[src/hdl/key_debounce_event_generator_assert.svh]
// Assertion helpers for the RTL file that carries checks, the top-level module.
// Both forms sample on the rising edge of clk and are off while rst_n is low.
`ifndef KEY_DEBOUNCE_EVENT_GENERATOR_ASSERT_SVH
`define KEY_DEBOUNCE_EVENT_GENERATOR_ASSERT_SVH

// The condition must hold in the same cycle as the trigger.
`define KDEG_ASSERT_SAME(label, trig, expr) \
    label: assert property (@(posedge clk) disable iff (!rst_n) (trig) |-> (expr)) \
        else $error("key debounce assertion failed");

// The condition must hold in the cycle after the trigger.
`define KDEG_ASSERT_NEXT(label, trig, expr) \
    label: assert property (@(posedge clk) disable iff (!rst_n) (trig) |=> (expr)) \
        else $error("key debounce assertion failed");

`endif

[src/hdl/kdeg_pkg.sv]
`default_nettype none

package kdeg_pkg;

    localparam int NUM_KEYS_DEF = 24;
    localparam int KEY_INDEX_W  = 5;
    localparam int CODE_W       = 8;
    localparam int FILTER_W     = 7;
    localparam int LONG_W       = 16;
    localparam int REPEAT_W     = 8;
    localparam int DEB_W        = 8;
    localparam int CFG_DATA_W   = 16;
    localparam int CFG_IDX_W    = 2;
    localparam int QUEUE_DEPTH  = 4;

    localparam logic [FILTER_W-1:0] FILTER_TIME_RST  = 7'd5;
    localparam logic [LONG_W-1:0]   LONG_TIME_RST    = 16'd100;
    localparam logic [REPEAT_W-1:0] REPEAT_SPEED_RST = 8'd0;
    localparam logic [DEB_W-1:0]    DEB_COUNT_RST    = DEB_W'(FILTER_TIME_RST / 2);

    typedef enum logic [CFG_IDX_W-1:0] {
        REG_FILTER_TIME  = 2'd0,
        REG_LONG_TIME    = 2'd1,
        REG_REPEAT_SPEED = 2'd2
    } reg_idx_t;

    // The encoding doubles as the offset added to three times the key number.
    typedef enum logic [1:0] {
        EV_PRESS   = 2'd1,
        EV_RELEASE = 2'd2,
        EV_LONG    = 2'd3
    } ev_kind_t;

    typedef struct packed {
        logic [FILTER_W-1:0] filter_time;
        logic [LONG_W-1:0]   long_time;
        logic [REPEAT_W-1:0] repeat_speed;
    } cfg_t;

    // One or two events caused by a single sample.
    typedef struct packed {
        logic [KEY_INDEX_W-1:0] key;
        ev_kind_t               kind0;
        ev_kind_t               kind1;
        logic                   two;
    } ev_rec_t;

endpackage

`default_nettype wire

[src/hdl/kdeg_sample_if.sv]
`default_nettype none

interface kdeg_sample_if;
    import kdeg_pkg::*;

    logic                   valid;
    logic                   ready;
    logic [KEY_INDEX_W-1:0] key_index;
    logic                   pressed;

    modport source (output valid, output key_index, output pressed, input ready);
    modport sink (input valid, input key_index, input pressed, output ready);
endinterface

`default_nettype wire

[src/hdl/kdeg_event_if.sv]
`default_nettype none

interface kdeg_event_if;
    import kdeg_pkg::*;

    logic              valid;
    logic              ready;
    logic [CODE_W-1:0] key_code;
    logic              is_last;

    modport source (output valid, output key_code, output is_last, input ready);
    modport sink (input valid, input key_code, input is_last, output ready);
endinterface

`default_nettype wire

[src/hdl/kdeg_fifo.sv]
`default_nettype none

module kdeg_fifo #(
    parameter int WIDTH = 16,
    parameter int DEPTH = kdeg_pkg::QUEUE_DEPTH
) (
    input  logic             clk,
    input  logic             rst_n,
    input  logic             push,
    input  logic [WIDTH-1:0] push_data,
    input  logic             pop,
    output logic [WIDTH-1:0] pop_data,
    output logic             full,
    output logic             empty
);
    localparam int PTR_W = (DEPTH > 1) ? $clog2(DEPTH) : 1;
    localparam int CNT_W = $clog2(DEPTH + 1);

    logic [WIDTH-1:0] mem_reg [DEPTH];
    logic [PTR_W-1:0] wr_ptr_reg, wr_ptr_next;
    logic [PTR_W-1:0] rd_ptr_reg, rd_ptr_next;
    logic [CNT_W-1:0] count_reg, count_next;

    assign full     = (count_reg == CNT_W'(DEPTH));
    assign empty    = (count_reg == '0);
    assign pop_data = mem_reg[rd_ptr_reg];

    always_comb
    begin
        wr_ptr_next = wr_ptr_reg;
        rd_ptr_next = rd_ptr_reg;
        count_next  = count_reg;
        if (push)
        begin
            wr_ptr_next = (wr_ptr_reg == PTR_W'(DEPTH - 1)) ? '0 : wr_ptr_reg + 1'b1;
        end
        if (pop)
        begin
            rd_ptr_next = (rd_ptr_reg == PTR_W'(DEPTH - 1)) ? '0 : rd_ptr_reg + 1'b1;
        end
        if (push && !pop)
        begin
            count_next = count_reg + 1'b1;
        end
        else if (pop && !push)
        begin
            count_next = count_reg - 1'b1;
        end
    end

    always_ff @(posedge clk or negedge rst_n)
    begin
        if (!rst_n)
        begin
            wr_ptr_reg <= '0;
            rd_ptr_reg <= '0;
            count_reg  <= '0;
        end
        else
        begin
            wr_ptr_reg <= wr_ptr_next;
            rd_ptr_reg <= rd_ptr_next;
            count_reg  <= count_next;
        end
    end

    always_ff @(posedge clk)
    begin
        if (push)
        begin
            mem_reg[wr_ptr_reg] <= push_data;
        end
    end

endmodule

`default_nettype wire

[src/hdl/kdeg_front.sv]
`default_nettype none

module kdeg_front #(
    parameter int NUM_KEYS = kdeg_pkg::NUM_KEYS_DEF
) (
    input  logic              clk,
    input  logic              rst_n,
    kdeg_sample_if.sink       sample,
    input  kdeg_pkg::cfg_t    cfg,
    input  logic              queue_full,
    output logic              push,
    output kdeg_pkg::ev_rec_t rec
);
    import kdeg_pkg::*;

    localparam int KEY_W = (NUM_KEYS > 1) ? $clog2(NUM_KEYS) : 1;

    logic [DEB_W-1:0]    deb_count_reg [NUM_KEYS];
    logic                down_reg      [NUM_KEYS];
    logic [LONG_W-1:0]   hold_reg      [NUM_KEYS];
    logic [REPEAT_W-1:0] rep_reg       [NUM_KEYS];

    logic [DEB_W-1:0]    deb_count_next;
    logic                down_next;
    logic [LONG_W-1:0]   hold_next;
    logic [REPEAT_W-1:0] rep_next;

    logic [KEY_W-1:0]    idx;
    logic                key_ok;
    logic                accept;
    logic [DEB_W-1:0]    cnt;
    logic [DEB_W-1:0]    f_lo;
    logic [DEB_W-1:0]    f_hi;
    logic [REPEAT_W-1:0] rep_inc;
    logic                press_ev;
    logic                release_ev;
    logic                later_ev;
    ev_kind_t            later_kind;

    assign key_ok       = int'(sample.key_index) < NUM_KEYS;
    assign idx          = key_ok ? KEY_W'(sample.key_index) : '0;
    assign sample.ready = !queue_full;
    assign accept       = sample.valid && sample.ready;

    assign cnt     = deb_count_reg[idx];
    assign f_lo    = {1'b0, cfg.filter_time};
    assign f_hi    = {cfg.filter_time, 1'b0};
    assign rep_inc = rep_reg[idx] + 1'b1;

    // Hysteresis debounce, then hold and repeat timing, for the sampled key.
    always_comb
    begin
        deb_count_next = cnt;
        down_next      = down_reg[idx];
        hold_next      = hold_reg[idx];
        rep_next       = rep_reg[idx];
        press_ev       = 1'b0;
        release_ev     = 1'b0;
        later_ev       = 1'b0;
        later_kind     = EV_LONG;
        if (sample.pressed)
        begin
            if (cnt < f_lo)
            begin
                deb_count_next = f_lo;
            end
            else if (cnt < f_hi)
            begin
                deb_count_next = cnt + 1'b1;
            end
            else
            begin
                if (!down_reg[idx])
                begin
                    down_next = 1'b1;
                    press_ev  = 1'b1;
                end
                if (cfg.long_time != '0)
                begin
                    if (hold_reg[idx] < cfg.long_time)
                    begin
                        hold_next = hold_reg[idx] + 1'b1;
                        if (hold_next == cfg.long_time)
                        begin
                            later_ev   = 1'b1;
                            later_kind = EV_LONG;
                        end
                    end
                    else if (cfg.repeat_speed != '0)
                    begin
                        if (rep_inc >= cfg.repeat_speed)
                        begin
                            rep_next   = '0;
                            later_ev   = 1'b1;
                            later_kind = EV_PRESS;
                        end
                        else
                        begin
                            rep_next = rep_inc;
                        end
                    end
                end
            end
        end
        else
        begin
            if (cnt > f_lo)
            begin
                deb_count_next = f_lo;
            end
            else if (cnt != '0)
            begin
                deb_count_next = cnt - 1'b1;
            end
            else if (down_reg[idx])
            begin
                down_next  = 1'b0;
                release_ev = 1'b1;
            end
            hold_next = '0;
            rep_next  = '0;
        end
    end

    // A sample causes at most one leading press followed by one long-press or repeat.
    always_comb
    begin
        rec.key   = sample.key_index;
        rec.two   = press_ev && later_ev;
        rec.kind1 = later_kind;
        if (press_ev)
        begin
            rec.kind0 = EV_PRESS;
        end
        else if (release_ev)
        begin
            rec.kind0 = EV_RELEASE;
        end
        else
        begin
            rec.kind0 = later_kind;
        end
        push = accept && key_ok && (press_ev || release_ev || later_ev);
    end

    always_ff @(posedge clk or negedge rst_n)
    begin
        if (!rst_n)
        begin
            for (int k = 0; k < NUM_KEYS; k++)
            begin
                deb_count_reg[k] <= DEB_COUNT_RST;
                down_reg[k]      <= 1'b0;
                hold_reg[k]      <= '0;
                rep_reg[k]       <= '0;
            end
        end
        else if (accept && key_ok)
        begin
            deb_count_reg[idx] <= deb_count_next;
            down_reg[idx]      <= down_next;
            hold_reg[idx]      <= hold_next;
            rep_reg[idx]       <= rep_next;
        end
    end

endmodule

`default_nettype wire

[src/hdl/kdeg_back.sv]
`default_nettype none

module kdeg_back (
    input  logic              clk,
    input  logic              rst_n,
    input  logic              queue_empty,
    input  kdeg_pkg::ev_rec_t head,
    output logic              pop,
    kdeg_event_if.source      key_event
);
    import kdeg_pkg::*;

    function automatic logic [CODE_W-1:0] event_code(
        input logic [KEY_INDEX_W-1:0] key,
        input ev_kind_t               kind
    );
        logic [CODE_W-1:0] k8;
        k8 = CODE_W'(key);
        return (k8 << 1) + k8 + CODE_W'(kind);
    endfunction

    ev_rec_t           rec_reg, rec_next;
    logic              rec_valid_reg, rec_valid_next;
    logic              second_reg, second_next;
    logic              out_valid_reg, out_valid_next;
    logic [CODE_W-1:0] code_reg, code_next;
    logic              last_reg, last_next;

    logic              out_free;
    logic              emit;
    logic              emit_last;

    assign out_free  = !out_valid_reg || key_event.ready;
    assign emit      = rec_valid_reg && out_free;
    assign emit_last = second_reg || !rec_reg.two;
    assign pop       = !queue_empty && (!rec_valid_reg || (emit && emit_last));

    assign key_event.valid    = out_valid_reg;
    assign key_event.key_code = code_reg;
    assign key_event.is_last  = last_reg;

    always_comb
    begin
        rec_next       = rec_reg;
        rec_valid_next = rec_valid_reg;
        second_next    = second_reg;
        if (emit)
        begin
            if (emit_last)
            begin
                rec_valid_next = 1'b0;
                second_next    = 1'b0;
            end
            else
            begin
                second_next = 1'b1;
            end
        end
        if (pop)
        begin
            rec_next       = head;
            rec_valid_next = 1'b1;
            second_next    = 1'b0;
        end

        out_valid_next = out_valid_reg;
        code_next      = code_reg;
        last_next      = last_reg;
        if (out_free)
        begin
            out_valid_next = emit;
            code_next      = event_code(rec_reg.key, second_reg ? rec_reg.kind1 : rec_reg.kind0);
            last_next      = emit_last;
        end
    end

    always_ff @(posedge clk or negedge rst_n)
    begin
        if (!rst_n)
        begin
            rec_valid_reg <= 1'b0;
            second_reg    <= 1'b0;
            out_valid_reg <= 1'b0;
        end
        else
        begin
            rec_valid_reg <= rec_valid_next;
            second_reg    <= second_next;
            out_valid_reg <= out_valid_next;
        end
    end

    always_ff @(posedge clk)
    begin
        rec_reg  <= rec_next;
        code_reg <= code_next;
        last_reg <= last_next;
    end

endmodule

`default_nettype wire

[src/hdl/key_debounce_event_generator.sv]
// Accepts one scan sample per cycle while the event queue is not full; the per-key state
// is updated in the accept cycle. Events pass through the queue, record and output registers.
// Events leave at up to one per cycle while the sink is ready; a sample's two events go in order.
// A four-entry event queue sits between the per-key update and the output register.
// Reset: registers return to 5/100/0, every key is released with debounce count 2, and the
// block accepts samples in the first cycle after reset.
`default_nettype none

`include "key_debounce_event_generator_assert.svh"

module key_debounce_event_generator #(
    parameter int NUM_KEYS = kdeg_pkg::NUM_KEYS_DEF
) (
    input  logic                               clk,
    input  logic                               rst_n,
    kdeg_sample_if.sink                        sample,
    kdeg_event_if.source                       key_event,
    input  logic                               wr_en,
    input  logic [kdeg_pkg::CFG_IDX_W-1:0]     wr_index,
    input  logic [kdeg_pkg::CFG_DATA_W-1:0]    wr_data
);
    import kdeg_pkg::*;

    cfg_t    cfg_reg, cfg_next;
    ev_rec_t front_rec;
    ev_rec_t queue_head;
    logic    fifo_push;
    logic    fifo_pop;
    logic    fifo_full;
    logic    fifo_empty;

    always_comb
    begin
        cfg_next = cfg_reg;
        if (wr_en)
        begin
            unique case (reg_idx_t'(wr_index))
                REG_FILTER_TIME:  cfg_next.filter_time  = wr_data[FILTER_W-1:0];
                REG_LONG_TIME:    cfg_next.long_time    = wr_data[LONG_W-1:0];
                REG_REPEAT_SPEED: cfg_next.repeat_speed = wr_data[REPEAT_W-1:0];
                default:          cfg_next = cfg_reg;
            endcase
        end
    end

    always_ff @(posedge clk or negedge rst_n)
    begin
        if (!rst_n)
        begin
            cfg_reg.filter_time  <= FILTER_TIME_RST;
            cfg_reg.long_time    <= LONG_TIME_RST;
            cfg_reg.repeat_speed <= REPEAT_SPEED_RST;
        end
        else
        begin
            cfg_reg <= cfg_next;
        end
    end

    kdeg_front #(
        .NUM_KEYS (NUM_KEYS)
    ) u_front (
        .clk        (clk),
        .rst_n      (rst_n),
        .sample     (sample),
        .cfg        (cfg_reg),
        .queue_full (fifo_full),
        .push       (fifo_push),
        .rec        (front_rec)
    );

    kdeg_fifo #(
        .WIDTH ($bits(ev_rec_t)),
        .DEPTH (QUEUE_DEPTH)
    ) u_queue (
        .clk       (clk),
        .rst_n     (rst_n),
        .push      (fifo_push),
        .push_data (front_rec),
        .pop       (fifo_pop),
        .pop_data  (queue_head),
        .full      (fifo_full),
        .empty     (fifo_empty)
    );

    kdeg_back u_back (
        .clk         (clk),
        .rst_n       (rst_n),
        .queue_empty (fifo_empty),
        .head        (queue_head),
        .pop         (fifo_pop),
        .key_event   (key_event)
    );

    `KDEG_ASSERT_SAME(a_no_overflow, fifo_push, !fifo_full)
    `KDEG_ASSERT_SAME(a_pair_leads_with_press, fifo_push && front_rec.two,
        front_rec.kind0 == EV_PRESS)
    `KDEG_ASSERT_SAME(a_bad_key_silent,
        sample.valid && sample.ready && (int'(sample.key_index) >= NUM_KEYS), !fifo_push)
    `KDEG_ASSERT_NEXT(a_push_fills_queue, fifo_push, !fifo_empty)

endmodule

`default_nettype wire

[src/flat_wrapper.sv]
// flat-port wrapper written by rule: the top's interface ports become plain ports
module key_debounce_event_generator_flat import kdeg_pkg::*;
#(
    parameter int NUM_KEYS = kdeg_pkg::NUM_KEYS_DEF
)
  (clk, rst_n, wr_en, wr_index, wr_data, sample_valid, sample_key_index, sample_pressed, sample_ready, key_event_valid, key_event_key_code, key_event_is_last, key_event_ready);
  kdeg_sample_if sample_i ();
  kdeg_event_if key_event_i ();
  input  logic clk;
  input  logic rst_n;
  input  logic wr_en;
  input  logic [kdeg_pkg::CFG_IDX_W-1:0] wr_index;
  input  logic [kdeg_pkg::CFG_DATA_W-1:0] wr_data;
  input wire logic [$bits(sample_i.valid)-1:0] sample_valid;
  input wire logic [$bits(sample_i.key_index)-1:0] sample_key_index;
  input wire logic [$bits(sample_i.pressed)-1:0] sample_pressed;
  output wire logic [$bits(sample_i.ready)-1:0] sample_ready;
  output wire logic [$bits(key_event_i.valid)-1:0] key_event_valid;
  output wire logic [$bits(key_event_i.key_code)-1:0] key_event_key_code;
  output wire logic [$bits(key_event_i.is_last)-1:0] key_event_is_last;
  input wire logic [$bits(key_event_i.ready)-1:0] key_event_ready;
  assign sample_i.valid = sample_valid;
  assign sample_i.key_index = sample_key_index;
  assign sample_i.pressed = sample_pressed;
  assign sample_ready = sample_i.ready;
  assign key_event_valid = key_event_i.valid;
  assign key_event_key_code = key_event_i.key_code;
  assign key_event_is_last = key_event_i.is_last;
  assign key_event_i.ready = key_event_ready;
  key_debounce_event_generator #(.NUM_KEYS(NUM_KEYS)) u_core (.clk(clk), .rst_n(rst_n), .sample(sample_i), .key_event(key_event_i), .wr_en(wr_en), .wr_index(wr_index), .wr_data(wr_data));
endmodule
[config.mk]
export PLATFORM = sky130hd
export DESIGN_NAME = key_debounce_event_generator_flat
export DESIGN_NICKNAME = d
export VERILOG_FILES = /design/src/hdl/kdeg_pkg.sv /design/src/hdl/kdeg_sample_if.sv /design/src/hdl/kdeg_event_if.sv /design/src/hdl/kdeg_fifo.sv /design/src/hdl/kdeg_front.sv /design/src/hdl/kdeg_back.sv /design/src/hdl/key_debounce_event_generator.sv /design/src/flat_wrapper.sv
export VERILOG_INCLUDE_DIRS = /design/src /design/src/hdl
export SDC_FILE = /design/constraint.sdc
export NUM_CORES = 2
export LEC_CHECK = 0
export BUFFER_PORTS_ARGS = -buffer_cell sky130_fd_sc_hd__buf_2
export CAP_MARGIN = 20
export CORE_MARGIN = 2
export CORE_UTILIZATION = 43
export DETAILED_ROUTE_END_ITERATION = 6
export MAX_ROUTING_LAYER = met4
export PLACE_DENSITY = 0.64
export REMOVE_ABC_BUFFERS = 1
export SKIP_CTS_REPAIR_TIMING = 1
export SLEW_MARGIN = 10
export SYNTH_ARGS = -nofsm -noshare
export SYNTH_HDL_FRONTEND = slang
export SYNTH_SLANG_ARGS = --single-unit
[constraint.sdc]
create_clock -name clk -period 10.85 [get_ports clk]
set_input_delay 0.5425 -clock clk [delete_from_list [all_inputs] [get_ports clk]]
set_output_delay 0.5425 -clock clk [all_outputs]
set_load 0.1 [all_outputs]
---- Word level (Yosys, flattened, before mapping) ----
Memories as Yosys holds them, arrays and structs flattened. A register that Yosys moved wholly into a read port is not among the register bits.
Index checks and enable logic that the tools add are counted.
storage, ports and cells
  register bits after elaboration ......... 842
  memories ................................ 1
  bits of input ports ..................... 29
  memory bits (read-only) ................. 0
  bits in latches ......................... 0
  output and inout bits ................... 11
  word-level logic and storage cells ...... 250
  bits in writable memories ............... 40
memory list
  name                    depth  width  read ports  clocked after Yosys merged registers in  write ports  line             RTL
  u_core.u_queue.mem_reg  4      10     1           1                                        1            kdeg_fifo.sv:19  logic [WIDTH-1:0] mem_reg [DEPTH];
operators by class
  shift operators ......................... 0
  eq/ne operators ......................... 6
  bitwise gates (word level) .............. 1
  $lt $le $gt $ge ......................... 8
  multipliers ............................. 0
  reductions and logical operators ........ 34
  $add $sub $neg .......................... 10
  mux-type cells .......................... 83
  div/mod/pow operators ................... 0
operator list
  cell                   count
  $bwmux 192             2
  $bwmux 384             1
  $mux 8                 17
  $mux 16                8
  $bmux 16 s5            1
  $bmux 8 s5             2
  $demux 16 s5           1
  $demux 8 s5            1
  $mux 1                 32
  $bwmux 24              1
  $mux 2                 12
  $add 16x1->16 const B  1
  $add 8x1->8 const B    2
  $eq 16x16->1           1
  $lt 16x16->1           1
  $reduce_bool 16->1     1
  $reduce_bool 8->1      2
  $logic_and 1x1->1      10
  $add 7x2->8            1
  $ge 8x8->1             1
  $gt 8x7->1             1
  $lt 8x7->1             1
  $lt 8x8->1             1
  $reduce_and 2->1       4
  other kinds (21)       37

---- Depth between registers and ports, before layout ----
  word-level depth ........................ 21
  gate-level depth with buffers ........... 31

---- Hierarchy ----
Synthesis repeated with hierarchy kept, for this count alone.
unflattened totals
  cell total of the unflattened synthesis .. 4233
  area, all modules ....................... 42744.7 um^2
by module, submodules not included
  module                        sequential area each (um^2)  area an instance (um^2)  times used  cells an instance
  kdeg_front                    19849.0                      38704.6                  1           4012
  kdeg_fifo                     1376.3                       1861.8                   1           89
  key_debounce_event_generator  782.0                        1194.9                   1           66
  kdeg_back                     615.6                        983.4                    1           66

---- Least setup slack after synthesis ----
Ideal clock, no wire load.
  path type ............................... input -> register
  start ................................... input sample_key_index[3]
  end ..................................... register u_core.u_queue.count_reg[2]
  stages on the path ...................... 28
  slack ................................... 4993 ps
  data arrival time ....................... 5778 ps
  library setup time ...................... 79 ps
  buffers on the path ..................... 5
  cell sequence ........................... ha_1 > buf_2 > nor2b_1 > buf_2 > buf_1 > clkbuf_1 > nand2_1 > a311oi_1 > mux2i_1 > inv_1 > ha_1 > inv_1 > nor3_1 > nand3_1 > xor2_1 > ha_1 > o21ai_0 > a21oi_1 > clkbuf_1 > a31oi_1 > and2_1 > a21boi_2 > ha_1 > inv_1 > fa_1 > xor2_1 > nor2_1 > xor2_1
on the way
  cells in the longest elaborated chain, start to end .. 20
RTL lines
  element                                     line                                RTL
  start, declared                             flat_wrapper.sv:15                  input wire logic [$bits(sample_i.key_index)-1:0] sample_key_index;
  $lt 5x5->1                                  kdeg_front.sv:40                    assign key_ok = int'(sample.key_index) < NUM_KEYS;
  $mux 5                                      kdeg_front.sv:41                    assign idx = key_ok ? KEY_W'(sample.key_index) : '0;
  $not 5->6 (not written as such)             --
  $bmux 8 s5                                  kdeg_front.sv:48                    assign rep_inc = rep_reg[idx] + 1'b1;
  $mux 8 (not written as such) (2 in series)  kdeg_front.sv:48
  $add 8x1->8                                 kdeg_front.sv:48
  $ge 8x8->1                                  kdeg_front.sv:91                    if (rep_inc >= cfg.repeat_speed)
  $mux 1                                      kdeg_front.sv:91
  [... 4 more ...]                            --
  $mux 1                                      kdeg_front.sv:63                    if (cnt < f_lo)
  $mux 1                                      kdeg_front.sv:61                    if (sample.pressed)
  $logic_or 1x1->1                            kdeg_front.sv:143                   push = accept && key_ok && (press_ev || release_ev || later_ev);
  $logic_and 1x1->1 *                         kdeg_front.sv:143
  net u_core.fifo_push                        key_debounce_event_generator.sv:27  logic fifo_push;
  $logic_not 1->1                             kdeg_fifo.sv:45                     else if (pop && !push)
  $logic_and 1x1->1                           kdeg_fifo.sv:45
  $reduce_bool 2->1 (no line)                 --
  end signal, assigned                        kdeg_fifo.sv:63                     count_reg <= count_next;
  end, declared                               kdeg_fifo.sv:22                     logic [CNT_W-1:0] count_reg, count_next;
The timed path passes the listed nets; every way through them passes the cells marked *. The select of a mux whose other input is x is not followed.
A chain may end at the register's enable or synchronous reset.

---- Worst setup path in the final report ----
Ends and elaborated chain as after synthesis.

==> results.md <==
- Maximum VDD drop: roughly 0.17 mV
- Pins Over Slew Limit: 0
- Worst Hold Class: in2reg
- GP Congestion: about 1
- Setup Viol. Count Final: 0
- Top-level I/O count: 40
- CTS clk-pin slew, worst paths: roughly 0.060 ns
- Drt wl/cell: roughly 25 µm
- Vias: 31,600
- Fin nets: a little over 4,000
- Ys flop type: dfrtp_1
- Worst-Margin Slew: around 1.2 ns
- Post-synthesis cell area: between 40,000 and 50,000 µm²
- Pwr Total: a little over 10 mW
- Clock Latency Late Sink: roughly 0.68 ns
- CP most frequent cell: xor2_1
- Worst R2R Path Depth: 22
- Starting Density: 43.3%
- Core Region: between 90,000 and 100,000 µm²
- Fmax: between 0.1 and 0.15 GHz
- Area share of the leading cell type in the synthesized netlist: 47.3%
- Crit end category: flop
- Commonest non-fill, non-tap cell in the layout: nand2_1
- Inserted Clock Buffers: 92
- Die Y: 319 µm
- Crit path time final: ~7.3 ns
- Most frequent cells in the layout: 816 x nand2_1, 804 x dfrtp_1, 485 x o21ai_0, 382 x mux2_2, 121 x mux2i_1
- CP max FO: 40
- Required @ worst endpoint: between 10 and 15 ns
- Asr flop ratio synth: 94.0%
- CP cell instances: buf_2 -> ha_4 -> buf_4 -> or3b_1 -> o22ai_1 -> o311a_1 -> o31a_1 -> nor3b_2 -> nand3b_1 -> nor3b_1 -> xor2_1 -> ha_1 -> nor2_1 -> a21oi_1 -> a31oi_1 -> and2_1 -> a21boi_2 -> ha_1 -> inv_1 -> fa_1 -> xor2_1 -> nor2_1 -> xor2_1
- Rows: ~120
- Pwr per Cell Area: between 200 and 250 nW/µm²
- Register area share after synthesis: 52.8%
- Input/output buffers: 38
- Worst Setup SP: sample_key_index[3]
- Setup TNS: 0 ns
- Leak Pwr: ~22 nW
- Post-route DRC: 0
- Max-cap violations: 0
- FF-to-FF End: u_core.u_queue.count_reg[2]
- Critical Path Stages: 23
- Worst setup path class: in2reg
- Vias per cell: approximately 6.0
- Ant. Diodes: 0
- Slowest cell on crit path: a21oi_1
- Fin Clk Skew: roughly 0.034 ns
- Synth cell types: 95
- Design Area, Final: approximately 47,000 µm²
- First-pass GRT wire length: 201 mm
- Seq cells post-synth: 886
- GRT Residual Overflow: 0
- R2r setup slk: 4.50 ns
- RSZ-0062 raised after global routing: no
- Share of cells above drive strength 1: 19.7%
- Synthesized area per cell: roughly 11 µm²
- Synthesis-to-finish area growth: 10.6%
- Synth area leaders: dfrtp_1 47%, mux2_2 10%, nand2_1 7.3%
- Number of global-route vias before repair: just over 30,000
- Largest register FFs: about 380
- CP peak stage delay: between 0.8 and 0.9 ns
- Crit path buf inv count: 3
- Final Cycle Share: 67.5%
- Worst rel slew slack: 22.7%
- Gate Count Post-Synth: ~4,000
- Bufs on Longest Clock Path: 3
- First-pass detailed-route iteration total: 6
- GRT Overall Usage: between 20% and 30%
- CTS tree: done
- Initial DRC count: roughly 3,600
- Post-route ant nets: 0
- Cell taking the most area after synthesis: dfrtp_1
- # clock sinks: roughly 890
- Final Hold Violating Endpoints: 0
- Die width: 319 µm
- Die area: between 100,000 and 150,000 µm²
- EDFF count, synth: between 50 and 60
- Clock Root Buffer: clkbuf_16
- Critical path arrival: a little under 8 ns
- Outcome: finished, final reports clean
- H-tree depth: 3
- Reg2reg start: u_core.u_front.rep_reg[168]
- Largest net degree at the start of global routing: between 150 and 200
- Dpl hpwl: just over 80 mm
- Synth warn: 0
- Worst Setup EP: u_core.u_queue.count_reg[2]
- WL final: ~130 mm
- Placed Instance Area: 43,800 µm²
- Antenna violations before repair: 1
- CP top delay family: compound AO/OA/AOI/OAI gates
- Startpoint Class: primary input
layer usage:
metal / up-vias / track usage (%) / share of wire [%]
li1: 14100 / - / -
met1: 15800 / 35.8 / 43
met2: 1408 / 40.4 / 45
met3: 362 / 4.92 / 8.0
met4: 0 / 11.0 / 4.4
met5: - / - / 0
synth_stat cells (all sizes together), types with 6 or more instances:
master	number
dfstp	29
buf	122
o221ai	61
and2	10
o21ai	502
xnor2	40
ha	62
a221oi	29
o32ai	9
a211oi	18
nor4	12
inv	94
a311oi	6
xor2	7
nand3	54
a21oi	80
o211ai	25
nand4	20
a31oi	12
nor2	84
nor2b	18
nand3b	9
nor3	29
mux2i	122
a222oi	15
o21a	14
dfrtp	804
a2bb2oi	30
mux2	384
mux4	27
nand2b	13
clkbuf	216
and3	13
nand2	824
o22ai	50
a21o	20
a22oi	33
or3	8
edfxtp	53
nor3b	8
per-stage QoR:
step	hold slack (ns)	std cells	util, %	setup slack [ns]
final	0.121	5302	47.9	3.53
after global routing	0.118	5302	47.9	3.13
after CTS	-0.0302	5296	47.7	3.72
after detailed placement	0.457	5131	44.6	3.03
after global placement	0.452	5129	44.5	3.08
after floorplan	0.247	3706	-	1.37
worst min-delay path by stage:
stage                                             from                                end  cells after the start
after CTS                                        rst_n  u_core.u_front.deb_count_reg[181]                      1
after global placement    u_core.u_front.hold_reg[234]       u_core.u_front.hold_reg[234]                      2
after global routing                        wr_data[9]                 u_core.cfg_reg[17]                      2
after detailed placement  u_core.u_front.hold_reg[227]       u_core.u_front.hold_reg[227]                      2
final                                      wr_data[10]                 u_core.cfg_reg[18]                      2
after floorplan                                  rst_n                  u_core.cfg_reg[0]                      0
power breakdown:
group | switching (mW) | internal, mW
Clock | 1.35 | 1.93
Combinational | 1.42 | 0.890
Sequential | 0.402 | 4.08
Total | 3.17 | 6.91
layout make-up:
class                   count  area (µm²)
fillers                  8966       51200
flip-flops and latches    886       22500
multi-input cells        2725       18400
clock buffers             133        2690
well taps                1287        1610
repair buffers            144        1150
clock inverters            32         428
inverters                  95         357
logic make-up (layout without fill, tap and decap cells):
group           Yosys count  after routing  share of synthesized area [%]
compound gates          955            955                           14.0
xor+xnor                 47             47                          0.968
fa+ha+maj                65             65                           1.96
buf+inv                 433            404                           4.62
flops                   886            886                           52.8
mux                     533            533                           14.5
other cells               1              1                        0.00881
simple gates           1124           1124                           11.2
Power figures use the tool's default switching activity.
